`config.mk`:
```
export PLATFORM = sky130hd
export DESIGN_NAME = tensor_region_layout_planner
export DESIGN_NICKNAME = d
export VERILOG_FILES = /design/src/rtl/trlp_pkg.sv /design/src/rtl/tensor_region_layout_planner.sv /design/src/rtl/trlp_fifo.sv /design/src/rtl/trlp_front.sv /design/src/rtl/trlp_back.sv
export SDC_FILE = /design/constraint.sdc
export NUM_CORES = 2
export LEC_CHECK = 0
export ABC_AREA = 0
export BUFFER_PORTS_ARGS = -buffer_cell sky130_fd_sc_hd__buf_2
export CAP_MARGIN = 20
export CELL_PAD_IN_SITES_DETAIL_PLACEMENT = 0
export CELL_PAD_IN_SITES_GLOBAL_PLACEMENT = 2
export CORE_MARGIN = 4
export CORE_UTILIZATION = 43
export DETAILED_ROUTE_END_ITERATION = 8
export PLACE_DENSITY_LB_ADDON = 0.1
export SKIP_CTS_REPAIR_TIMING = 1
export SYNTH_ARGS = -nofsm -noshare
export SYNTH_HDL_FRONTEND = slang
export SYNTH_HIERARCHICAL = 1
export SYNTH_SLANG_ARGS = --single-unit
```
`constraint.sdc`:
```
create_clock -name clk -period 16.02 [get_ports clk]
set_clock_uncertainty 0.1 [all_clocks]
set_input_delay 2.403 -clock clk [delete_from_list [all_inputs] [get_ports clk]]
set_output_delay 2.403 -clock clk [all_outputs]
set_load 0.05 [all_outputs]
```
`src/rtl/trlp_pkg.sv`:
```
`default_nettype none

package trlp_pkg;

    localparam int FILE_ALIGN_DEF   = 256;
    localparam int ENTRY_BYTES_DEF  = 128;
    localparam int HEAD_BYTES_DEF   = 256;
    localparam int QUEUE_DEPTH_DEF  = 2;

    localparam int MAX_DIMS  = 4;
    localparam int CFG_IDX_W = 2;
    localparam int CFG_W     = 32;

    localparam logic [CFG_IDX_W-1:0] CFG_ENTRY_COUNT      = 2'd0;
    localparam logic [CFG_IDX_W-1:0] CFG_NAME_TABLE_BYTES = 2'd1;

    typedef enum logic [2:0] {
        ST_OK        = 3'd0,
        ST_INVALID   = 3'd1,
        ST_PAY_OVF   = 3'd2,
        ST_AUX_OVF   = 3'd3,
        ST_TOO_LARGE = 3'd4,
        ST_ABORTED   = 3'd5
    } status_t;

    typedef struct packed {
        logic        first;
        logic [63:0] payload_bytes;
        logic [63:0] side_bytes;
        logic [31:0] align_bytes;
        logic [3:0]  dim_count;
    } in_t;

    typedef struct packed {
        status_t     status;
        logic [63:0] payload_offset;
        logic [63:0] side_offset;
        logic [63:0] end_offset;
    } out_t;

    // Classified plan handed from front to back
    typedef struct packed {
        logic        first;
        logic        invalid;
        logic [63:0] payload_bytes;
        logic [63:0] side_bytes;
        logic [63:0] align_mask;
        logic [63:0] start;
    } plan_t;

endpackage

`default_nettype wire

```
`src/rtl/tensor_region_layout_planner.sv`:
```
// Tensor region layout planner.
// Input queue side: drive in_item with push; the item is taken at a clock edge
// where push is high and full is low. Each plan gives exactly one result.
// Result queue side: while empty is low the oldest result sits on out_item and
// leaves at an edge where pop is high.
// Config channel: cfg_index 0 is entry_count, 1 is name_table_bytes; a write
// lands when cfg_valid and cfg_ready are high (cfg_ready is always high).
// Write config only while no plan is in flight.
// Throughput: one plan per cycle while full is low and results are popped;
// the cursor is updated by the align/add chain in the back stage. An accepted
// plan passes plan queue, back stage and result queue on its way to out_item.
// After reset and after every config write, full stays high while the start
// cursor is summed (S_SUM) and rounded up to FILE_ALIGN (S_FIX).
// Reset clears the cursor and the abort flag.
// If the receiver stops popping, the result queue fills, the back stage holds,
// the plan queue fills and full rises; nothing is dropped.
`default_nettype none

module tensor_region_layout_planner #(
    parameter int FILE_ALIGN  = trlp_pkg::FILE_ALIGN_DEF,
    parameter int ENTRY_BYTES = trlp_pkg::ENTRY_BYTES_DEF,
    parameter int HEAD_BYTES  = trlp_pkg::HEAD_BYTES_DEF,
    parameter int QUEUE_DEPTH = trlp_pkg::QUEUE_DEPTH_DEF
) (
    input  wire logic                           clk,
    input  wire logic                           rst_n,
    input  wire logic                           cfg_valid,
    output logic                                cfg_ready,
    input  wire logic [trlp_pkg::CFG_IDX_W-1:0] cfg_index,
    input  wire logic [trlp_pkg::CFG_W-1:0]     cfg_data,
    input  wire logic                           push,
    output logic                                full,
    input  wire trlp_pkg::in_t                  in_item,
    output logic                                empty,
    input  wire logic                           pop,
    output trlp_pkg::out_t                      out_item
);

    logic            plan_wr;
    trlp_pkg::plan_t plan_wdata;
    logic            plan_full;
    logic            plan_rd;
    trlp_pkg::plan_t plan_rdata;
    logic            plan_empty;
    logic            res_wr;
    trlp_pkg::out_t  res_wdata;
    logic            res_full;

    trlp_front #(
        .FILE_ALIGN  (FILE_ALIGN),
        .ENTRY_BYTES (ENTRY_BYTES),
        .HEAD_BYTES  (HEAD_BYTES)
    ) u_front (
        .clk       (clk),
        .rst_n     (rst_n),
        .cfg_valid (cfg_valid),
        .cfg_ready (cfg_ready),
        .cfg_index (cfg_index),
        .cfg_data  (cfg_data),
        .push      (push),
        .full      (full),
        .in_item   (in_item),
        .plan_wr   (plan_wr),
        .plan_data (plan_wdata),
        .plan_full (plan_full)
    );

    trlp_fifo #(
        .T     (trlp_pkg::plan_t),
        .DEPTH (QUEUE_DEPTH)
    ) u_plan_q (
        .clk     (clk),
        .rst_n   (rst_n),
        .wr_en   (plan_wr),
        .wr_data (plan_wdata),
        .full    (plan_full),
        .rd_en   (plan_rd),
        .rd_data (plan_rdata),
        .empty   (plan_empty)
    );

    trlp_back u_back (
        .clk        (clk),
        .rst_n      (rst_n),
        .plan_empty (plan_empty),
        .plan_data  (plan_rdata),
        .plan_rd    (plan_rd),
        .res_wr     (res_wr),
        .res_data   (res_wdata),
        .res_full   (res_full)
    );

    trlp_fifo #(
        .T     (trlp_pkg::out_t),
        .DEPTH (QUEUE_DEPTH)
    ) u_res_q (
        .clk     (clk),
        .rst_n   (rst_n),
        .wr_en   (res_wr),
        .wr_data (res_wdata),
        .full    (res_full),
        .rd_en   (pop),
        .rd_data (out_item),
        .empty   (empty)
    );

endmodule

`default_nettype wire

```
`src/rtl/trlp_fifo.sv`:
```
`default_nettype none

module trlp_fifo #(
    parameter type T     = trlp_pkg::plan_t,
    parameter int  DEPTH = trlp_pkg::QUEUE_DEPTH_DEF
) (
    input  wire logic clk,
    input  wire logic rst_n,
    input  wire logic wr_en,
    input  wire T     wr_data,
    output logic      full,
    input  wire logic rd_en,
    output T          rd_data,
    output logic      empty
);

    localparam int PTR_W = $clog2(DEPTH);
    localparam int CNT_W = $clog2(DEPTH + 1);

    T                 mem_reg [DEPTH];
    logic [PTR_W-1:0] wr_ptr_reg;
    logic [PTR_W-1:0] rd_ptr_reg;
    logic [CNT_W-1:0] count_reg;
    logic             do_wr;
    logic             do_rd;

    assign full    = (count_reg == CNT_W'(DEPTH));
    assign empty   = (count_reg == '0);
    assign do_wr   = wr_en && !full;
    assign do_rd   = rd_en && !empty;
    assign rd_data = mem_reg[rd_ptr_reg];

    always_ff @(posedge clk or negedge rst_n)
    begin
        if (!rst_n)
        begin
            wr_ptr_reg <= '0;
            rd_ptr_reg <= '0;
            count_reg  <= '0;
        end
        else
        begin
            if (do_wr)
            begin
                wr_ptr_reg <= (wr_ptr_reg == PTR_W'(DEPTH - 1)) ? '0 : wr_ptr_reg + 1'b1;
            end
            if (do_rd)
            begin
                rd_ptr_reg <= (rd_ptr_reg == PTR_W'(DEPTH - 1)) ? '0 : rd_ptr_reg + 1'b1;
            end
            if (do_wr && !do_rd)
            begin
                count_reg <= count_reg + 1'b1;
            end
            else if (do_rd && !do_wr)
            begin
                count_reg <= count_reg - 1'b1;
            end
        end
    end

    always_ff @(posedge clk)
    begin
        if (do_wr)
        begin
            mem_reg[wr_ptr_reg] <= wr_data;
        end
    end

endmodule

`default_nettype wire

```
`src/rtl/trlp_front.sv`:
```
`default_nettype none

module trlp_front #(
    parameter int FILE_ALIGN  = trlp_pkg::FILE_ALIGN_DEF,
    parameter int ENTRY_BYTES = trlp_pkg::ENTRY_BYTES_DEF,
    parameter int HEAD_BYTES  = trlp_pkg::HEAD_BYTES_DEF
) (
    input  wire logic                           clk,
    input  wire logic                           rst_n,
    input  wire logic                           cfg_valid,
    output logic                                cfg_ready,
    input  wire logic [trlp_pkg::CFG_IDX_W-1:0] cfg_index,
    input  wire logic [trlp_pkg::CFG_W-1:0]     cfg_data,
    input  wire logic                           push,
    output logic                                full,
    input  wire trlp_pkg::in_t                  in_item,
    output logic                                plan_wr,
    output trlp_pkg::plan_t                     plan_data,
    input  wire logic                           plan_full
);

    // Start-of-data sum fits in this many bits at any register value
    localparam int SUM_W = 32 + $clog2(ENTRY_BYTES) + 2;
    // FILE_ALIGN is a power of two, so rounding up is an add and a mask
    localparam logic [SUM_W-1:0] FA_MASK = SUM_W'(FILE_ALIGN - 1);

    typedef enum logic [1:0] {
        S_SUM,
        S_FIX,
        S_READY
    } start_state_t;

    start_state_t     state_reg;
    logic [31:0]      entry_count_reg;
    logic [31:0]      name_table_bytes_reg;
    logic [SUM_W-1:0] sum_reg;
    logic [63:0]      start_reg;
    logic             cfg_fire;
    logic             busy;
    logic [63:0]      align_wide;

    assign cfg_ready = 1'b1;
    assign cfg_fire  = cfg_valid && cfg_ready;
    assign busy      = (state_reg != S_READY);
    assign full      = busy || plan_full;
    assign plan_wr   = push && !full;

    always_ff @(posedge clk or negedge rst_n)
    begin
        if (!rst_n)
        begin
            state_reg            <= S_SUM;
            entry_count_reg      <= '0;
            name_table_bytes_reg <= '0;
            sum_reg              <= '0;
            start_reg            <= '0;
        end
        else if (cfg_fire)
        begin
            // Any config write restarts the start computation
            state_reg <= S_SUM;
            case (cfg_index)
                trlp_pkg::CFG_ENTRY_COUNT:      entry_count_reg      <= cfg_data;
                trlp_pkg::CFG_NAME_TABLE_BYTES: name_table_bytes_reg <= cfg_data;
                default:                        ;
            endcase
        end
        else
        begin
            case (state_reg)
                S_SUM:
                begin
                    sum_reg   <= SUM_W'(HEAD_BYTES)
                               + SUM_W'(entry_count_reg) * SUM_W'(ENTRY_BYTES)
                               + SUM_W'(name_table_bytes_reg);
                    state_reg <= S_FIX;
                end
                S_FIX:
                begin
                    start_reg <= 64'((sum_reg + FA_MASK) & ~FA_MASK);
                    state_reg <= S_READY;
                end
                S_READY:
                begin
                    state_reg <= S_READY;
                end
                default:
                begin
                    state_reg <= S_SUM;
                end
            endcase
        end
    end

    assign align_wide = 64'(in_item.align_bytes);

    always_comb
    begin
        plan_data.first         = in_item.first;
        plan_data.invalid       = (in_item.payload_bytes == '0)
                               || (in_item.dim_count > 4'(trlp_pkg::MAX_DIMS))
                               || (align_wide < 64'(FILE_ALIGN))
                               || ((align_wide & (align_wide - 64'd1)) != '0);
        plan_data.payload_bytes = in_item.payload_bytes;
        plan_data.side_bytes    = in_item.side_bytes;
        plan_data.align_mask    = align_wide - 64'd1;
        plan_data.start         = start_reg;
    end

    cfg_restarts_start: assert property (@(posedge clk) disable iff (!rst_n)
        cfg_fire |=> (state_reg == S_SUM))
        else $error("config write did not restart start computation");

    no_plan_while_busy: assert property (@(posedge clk) disable iff (!rst_n)
        (state_reg == S_SUM) |-> !plan_wr)
        else $error("plan issued with stale start cursor");

    fix_follows_sum: assert property (@(posedge clk) disable iff (!rst_n)
        (state_reg == S_SUM && !cfg_fire) |=> (state_reg == S_FIX))
        else $error("start sum not followed by rounding");

endmodule

`default_nettype wire

```
`src/rtl/trlp_back.sv`:
```
`default_nettype none

module trlp_back (
    input  wire logic            clk,
    input  wire logic            rst_n,
    input  wire logic            plan_empty,
    input  wire trlp_pkg::plan_t plan_data,
    output logic                 plan_rd,
    output logic                 res_wr,
    output trlp_pkg::out_t       res_data,
    input  wire logic            res_full
);

    logic [63:0]       cursor_reg;
    logic [63:0]       cursor_next;
    logic              aborted_reg;
    logic              aborted_next;
    logic              fire;
    logic [63:0]       cur;
    logic              ab;
    logic [64:0]       pay_round;
    logic [63:0]       pay_ofs;
    logic [64:0]       pay_end;
    logic [64:0]       side_round;
    logic [63:0]       side_ofs;
    logic [64:0]       side_end;
    logic              has_side;
    logic [63:0]       end_ofs;
    trlp_pkg::status_t status;

    assign fire    = !plan_empty && !res_full;
    assign plan_rd = fire;
    assign res_wr  = fire;

    assign cur = plan_data.first ? plan_data.start : cursor_reg;
    assign ab  = plan_data.first ? 1'b0 : aborted_reg;

    assign has_side   = (plan_data.side_bytes != '0);
    assign pay_round  = {1'b0, cur} + {1'b0, plan_data.align_mask};
    assign pay_ofs    = pay_round[63:0] & ~plan_data.align_mask;
    assign pay_end    = {1'b0, pay_ofs} + {1'b0, plan_data.payload_bytes};
    assign side_round = {1'b0, pay_end[63:0]} + {1'b0, plan_data.align_mask};
    assign side_ofs   = side_round[63:0] & ~plan_data.align_mask;
    assign side_end   = {1'b0, side_ofs} + {1'b0, plan_data.side_bytes};
    assign end_ofs    = has_side ? side_end[63:0] : pay_end[63:0];

    always_comb
    begin
        if (ab)
        begin
            status = trlp_pkg::ST_ABORTED;
        end
        else if (plan_data.invalid)
        begin
            status = trlp_pkg::ST_INVALID;
        end
        else if (pay_round[64] || pay_end[64])
        begin
            status = trlp_pkg::ST_PAY_OVF;
        end
        else if (has_side && (side_round[64] || side_end[64]))
        begin
            status = trlp_pkg::ST_AUX_OVF;
        end
        else if (end_ofs[63])
        begin
            status = trlp_pkg::ST_TOO_LARGE;
        end
        else
        begin
            status = trlp_pkg::ST_OK;
        end
    end

    always_comb
    begin
        res_data.status = status;
        if (status == trlp_pkg::ST_OK)
        begin
            res_data.payload_offset = pay_ofs;
            res_data.side_offset    = has_side ? side_ofs : '0;
            res_data.end_offset     = end_ofs;
        end
        else
        begin
            res_data.payload_offset = '0;
            res_data.side_offset    = '0;
            res_data.end_offset     = cur;
        end
    end

    always_comb
    begin
        cursor_next  = cursor_reg;
        aborted_next = aborted_reg;
        if (fire)
        begin
            cursor_next  = (status == trlp_pkg::ST_OK) ? end_ofs : cur;
            aborted_next = (status != trlp_pkg::ST_OK);
        end
    end

    always_ff @(posedge clk or negedge rst_n)
    begin
        if (!rst_n)
        begin
            cursor_reg  <= '0;
            aborted_reg <= 1'b0;
        end
        else
        begin
            cursor_reg  <= cursor_next;
            aborted_reg <= aborted_next;
        end
    end

    ok_advances_cursor: assert property (@(posedge clk) disable iff (!rst_n)
        (fire && status == trlp_pkg::ST_OK) |=> (cursor_reg == $past(end_ofs)))
        else $error("cursor did not advance to end of placed tensor");

    error_holds_cursor: assert property (@(posedge clk) disable iff (!rst_n)
        (fire && status != trlp_pkg::ST_OK) |=> (cursor_reg == $past(cur)))
        else $error("cursor moved on a rejected plan");

    error_sets_abort: assert property (@(posedge clk) disable iff (!rst_n)
        (fire && status != trlp_pkg::ST_OK) |=> aborted_reg)
        else $error("abort not held after error");

    first_clears_abort: assert property (@(posedge clk) disable iff (!rst_n)
        (fire && plan_data.first) |-> (status != trlp_pkg::ST_ABORTED))
        else $error("new layout answered as aborted");

endmodule

`default_nettype wire

```
After elaboration in Yosys (flattened, before gate mapping)
Memories as Yosys holds them, arrays and structs flattened.
Cells that the tools add are included.
{"block": "totals", "reg_bits": 236, "latch_bits": 0, "ram_bits": 890, "rom_bits": 0, "inputBits": 204, "output_inout_bits": 198, "wordCells": 111, "n_memories": 2}
{"block": "classes", "addsub": 16, "n_mul": 0, "n_div": 0, "order_cmp": 2, "n_eq_ne": 6, "shifts": 0, "n_mux": 25, "bitwise_logic": 5, "reduce_logical": 42}
{"memory": "u_plan_q.mem_reg", "words": 2, "width": 250, "rd": 1, "rd_ports_with_merged_regs": 0, "wr": 1, "line_no": "trlp_fifo.sv:20", "source": "T mem_reg [DEPTH];"}
{"memory": "u_res_q.mem_reg", "words": 2, "width": 195, "rd": 1, "rd_ports_with_merged_regs": 0, "wr": 1, "line_no": "trlp_fifo.sv:20"}
{"operator": "64-bit by 64-bit adder with 65-bit output", "n": 4}
{"operator": "64-bit 2-to-1 mux", "n": 4}
{"operator": "192-bit 2-to-1 mux", "n": 1}
{"operator": "64-bit bitwise AND", "n": 2}
{"operator": "64-bit nonzero test", "n": 2}
{"operator": "32-bit by 64-bit bitwise AND with 64-bit output", "n": 1}
{"operator": "64-bit zero test", "n": 1}
{"operator": "64-bit NOT", "n": 1}
{"operator": "41-bit by 8-bit adder with 42-bit output (second input constant)", "n": 1}
{"operator": "41-bit by 32-bit adder with 41-bit output", "n": 1}
{"operator": "9-bit by 39-bit adder with 40-bit output (first input constant)", "n": 1}
{"operator": "32-bit by 1-bit subtractor with 33-bit output (second input constant)", "n": 1}
{"operator": "32-bit by 9-bit < comparator with 1-bit output (second input constant)", "n": 1}
{"operator": "3-bit 2-to-1 mux", "n": 5}
{"operator": "1-bit logical AND", "n": 11}
{"operator": "2-bit 2-to-1 mux", "n": 5}
{"operator": "1-bit zero test", "n": 9}
{"operator": "1-bit 2-to-1 mux", "n": 9}
{"operator": "2-bit zero test", "n": 4}
{"operator": "2-bit AND reduction", "n": 4}
{"operator": "2-bit == test (second input constant)", "n": 3}
{"operator": "1-bit logical OR", "n": 6}
{"operator": "1-bit adder (second input constant)", "n": 4}
{"operator": "2-bit by 1-bit adder with 2-bit output (second input constant)", "n": 2}
{"operator": "other kinds (10)", "n": 13}

Longest topological paths before layout
An unclocked memory read counts as a cell.
{"block": "depth", "ltp_word": 16, "depth_mapped": 57, "depth_no_buf": 47}

Modules after synthesis
The synthesis kept the hierarchy.
{"mod": "trlp_back", "instances": 1, "cells_per_inst": 3072, "area_per_inst_um2": 21565.7, "seq_area_each_um2": 1626.6}
{"mod": "trlp_fifo at u_plan_q", "instances": 1, "cells_per_inst": 822, "area_per_inst_um2": 19656.4, "seq_area_each_um2": 15595.0}
{"mod": "trlp_fifo at u_res_q", "instances": 1, "cells_per_inst": 626, "area_per_inst_um2": 14845.5, "seq_area_each_um2": 11811.3}
{"mod": "trlp_front", "instances": 1, "cells_per_inst": 1026, "area_per_inst_um2": 9716.8, "seq_area_each_um2": 3478.3}

Worst setup path before layout
No wires, ideal clock.
{"block": "synth_timing", "path_type": "input -> register", "start": "in push", "end": "mem u_plan_q/mem_reg[0][0] (netlist name) (enable)", "setup_ns": 0.882, "arrival_ns": 13.345, "required_time_ns": 15.038, "path_slack_ns": 1.693, "stages": 4, "n_path_buf": 0, "cell_sequence": "inv_1 > nor2_1 > nand2_1 > nor2_1"}
{"block": "synth_between", "elab_chain_cells": 4}
{"element": "start: declaration", "line_no": "tensor_region_layout_planner.sv:31", "source": "input wire logic push,"}
{"element": "1-bit logical AND", "line_no": "trlp_front.sv:46", "source": "assign plan_wr = push && !full;"}
{"element": "named net plan_wr", "line_no": "tensor_region_layout_planner.sv:39", "source": "logic plan_wr;"}
{"element": "1-bit logical AND", "line_no": "trlp_fifo.sv:29", "source": "assign do_wr = wr_en && !full;"}
{"element": "1-bit 2-to-1 mux", "line_no": "trlp_fifo.sv:64", "source": "if (do_wr)"}
{"element": "1-bit 2-to-1 mux (implied by the code)", "line_no": "trlp_fifo.sv:66", "source": "mem_reg[wr_ptr_reg] <= wr_data;"}
{"element": "end: declaration", "line_no": "trlp_fifo.sv:20"}
The timed path passes the listed nets, and every way through them passes these cells.

==> results <==
- Yosys mapped a number of flops with a built-in enable equal to 906.
- In this run the cell area of the synthesized design comes to 65800 µm².
- For this run, the register share of the synthesized area comes to 49.4%.
- The CTS tree is yes.
- Detailed routing inserted a total of 44900 vias.
- On the worst path, the slowest cell contributes a delay of 1100 ps.
- The clock tree root buffer cell is clkbuf_16.
- Clock tree synthesis found a total of 1118 sinks.
- The kind of launch point of the worst setup path is a flip-flop.
- Once detail routing completed, the nets flagged for antenna violations numbered 0.
- The logic depth of the worst register-to-register path is 44.
- The final period utilization is 95.2%.
- The vertical die dimension is 399 µm.
- The minimum clock period after layout is 15250 ps.
- The via count normalized by instance count is 5.71.
- The number of rows in the core area is 143.
- The number of warnings reported in the yosys synthesis log is 6.
- The upper clock frequency limit is 65.6 MHz.
- The total CTS buffers is 118.
- The slowest stage of the critical path belongs to the cell a211oi_1.
- The share of flip-flops with an asynchronous set or reset is 19.0%.
- For the pin with the worst max-slew slack, the measured transition is 1240 ps.
- The proportion of layout cells with a drive suffix above 1 is 22.3%.
- The initial core utilization is 43.3%.
- The path class of the tightest hold or removal check is reg -> reg.
- The synthesized design spends more area on one cell type than any other, namely edfxtp_1.
- The tool flagged a number of max-cap violations equal to 0.
- The first routing iteration left 3608 violations.
- The core region is 152000 µm².
- The source-to-sink clock delay at the later pin of the worst-skew pair is 760 ps.
- In the layout the commonest cells are 906 x edfxtp_1, 400 x nand2_1, 399 x buf_2.
- The placed instances occupy a cell area of 68300 µm².
- The routed wire length is 213 mm.
- Global routing used 26.1% of the available tracks.
- The global-route congestion overflow total is 0.
- At the worst endpoint, the required time is 16370 ps.
- In this run the horizontal extent of the chip is 399 µm.
- The register bit total from synthesis is 1118.
- The worst-case register-to-register setup slack is 770 ps.
- The synthesized design devotes to its leading area cell type 41.4% of total area.
- The relative slew slack is 17.1%.
- The number of global-route vias before repair is 44700.
- Leaving out fill and tap cells, the most frequent cell in the layout is edfxtp_1.
- The wire length of the first global-routing pass is 304 mm.
- The worst register-to-register path begins at u_plan_q/rd_ptr_reg.
- The initial antenna violation count is 27.
- The flip-flop count of the largest register after layout is 516.
- The count of pins over their slew limit was 0.
- STA classifies the critical path endpoint as a flip-flop.
- The data arrival time at the worst-slack endpoint is 15600 ps.
- Each instance of the synthesized netlist takes up on average 11.9 µm².
- The synthesized instance count is 5546.
- Setup violations remaining at the end of the flow were counted as 0.
- Pin placement for this block handled 402 I/O pins.
- The reg-to-reg endpoint is u_res_q/mem_reg[0][40].
- The number of buffers and inverters on the critical path is 1.
- The number of library cell types mapped by synthesis is 100.
- The final core area utilization is 47.4%.
- The largest net degree at the start of global routing is 146.
- The final instance area is 72100 µm².
- The most critical setup path has its endpoint at u_res_q/mem_reg[0][40].
- Along the worst path, the maximum fanout reaches 21.
- Setup repair after global routing left no endpoint under its margin.
- Counting stages on the worst path, the most repeated cell is nor2_1.
- The number of port buffers is 400.
- The critical path depth in cells is 44.
- The final-stage net count is 6277.
- The number of optimization iterations in the first detailed-route pass is 6.
- Relative to the synthesized area, the layout overhead comes to 9.53%.
- The floorplan step defined a die boundary enclosing 159000 µm².
- The clock tree synthesis step divided the H-tree into 3 levels.
- The maximum count of clock buffers along a single path is 3.
- After clock tree synthesis, the clock-pin slew on the worst setup and hold paths is 60 ps.
- The HPWL after detailed placement is 164 mm.
- By area the synthesized netlist is led by edfxtp_1 41%, mux2_4 8.1%, dfrtp_1 8.1%.
- The critical path class is reg -> reg.
- The final routed DRC violation total is 0.
- On the critical path the largest part of the delay comes from compound AO/OA/AOI/OAI gates.
- The flow ran to the end, and the final reports show no timing, DRC or antenna violations.
- In the final routed layout, each cell accounts on average for 27.0 µm.
- The routability congestion estimate is 0.925.
- The final hold violation count is 0.
- The critical path starts at u_plan_q/rd_ptr_reg.
- The worst hold slack is 364 ps.
- The leading register cell type out of synthesis is edfxtp_1.
- The total negative slack is 0 ps.
[synth_stat cells, drive strengths merged, types with 41 or more instances]
cell and count:
xnor2 157, and2 50, nor2b 42, xor2 124, edfxtp 906, dfrtp 212, nand3 69, nand4 93
inv 157, buf 285, and3 71, mux2i 64, o21bai 45, a21oi 346, a31oi 41, nor3 119
nor2 305, ha 343, clkbuf 138, nor4 71, o21a 44, o21ai 273, mux2 617, nand2 401
a21o 164
[final cells by class]
type                       instances  area (µm²)
fill                           13900       79900
sequential                      1118       32500
multi-input combinational       3878       30100
clock buffer                     170        3260
tap                             2030        2540
timing repair buffer             452        2490
inverter                         157         589
clock inverter                    44         485
antenna                           12        30.0
[stage by stage]
stage / setup WS, ps / std cells
after CTS: 1080 / 7847
final: 767 / 7861
after detailed placement: 1100 / 7633
after global placement: 1110 / 7631
after global routing: 83.8 / 7850
after floorplan: 1690 / 5576
[routing by layer]
layer,GRT usage (%),vias to the layer above,routed length [µm]
met2,38.9,1394,90900
met4,6.87,10,5890
met3,5.40,230,16100
met1,38.6,22300,99500
met5,0,-,57
li1,-,20900,-
[worst min-delay path by stage]
stage / start / end / slack [ps] / cells past startpoint
floorplan: u_front/name_table_bytes_reg[0] / u_front/sum_reg[0] / 330 / 2
CTS: u_front/start_reg[13] / u_plan_q/mem_reg[1][13] / 370 / 0
finish: u_front/start_reg[13] / u_plan_q/mem_reg[0][13] / 360 / 0
global placement: u_front/name_table_bytes_reg[5] / u_front/sum_reg[5] / 350 / 2
detailed placement: u_front/name_table_bytes_reg[2] / u_front/sum_reg[2] / 350 / 2
global route: u_front/start_reg[13] / u_plan_q/mem_reg[0][13] / 370 / 0
[cell families after synthesis]
kind of cell / after synthesis / share of synthesized area (%)
and+or+nand+nor: 1357 / 10.1
adders and majority gates: 348 / 6.68
other: 2 / 0.0114
buffers and inverters: 580 / 5.05
DFF: 1118 / 49.4
AOI/OAI and AO/OA: 1179 / 11.5
muxes: 681 / 13.6
xor gates and xnor gates: 281 / 3.74
Power is left out: the tool's default activity adds up to more than one toggle a clock period on the data nets, which glitch-free logic cannot reach.
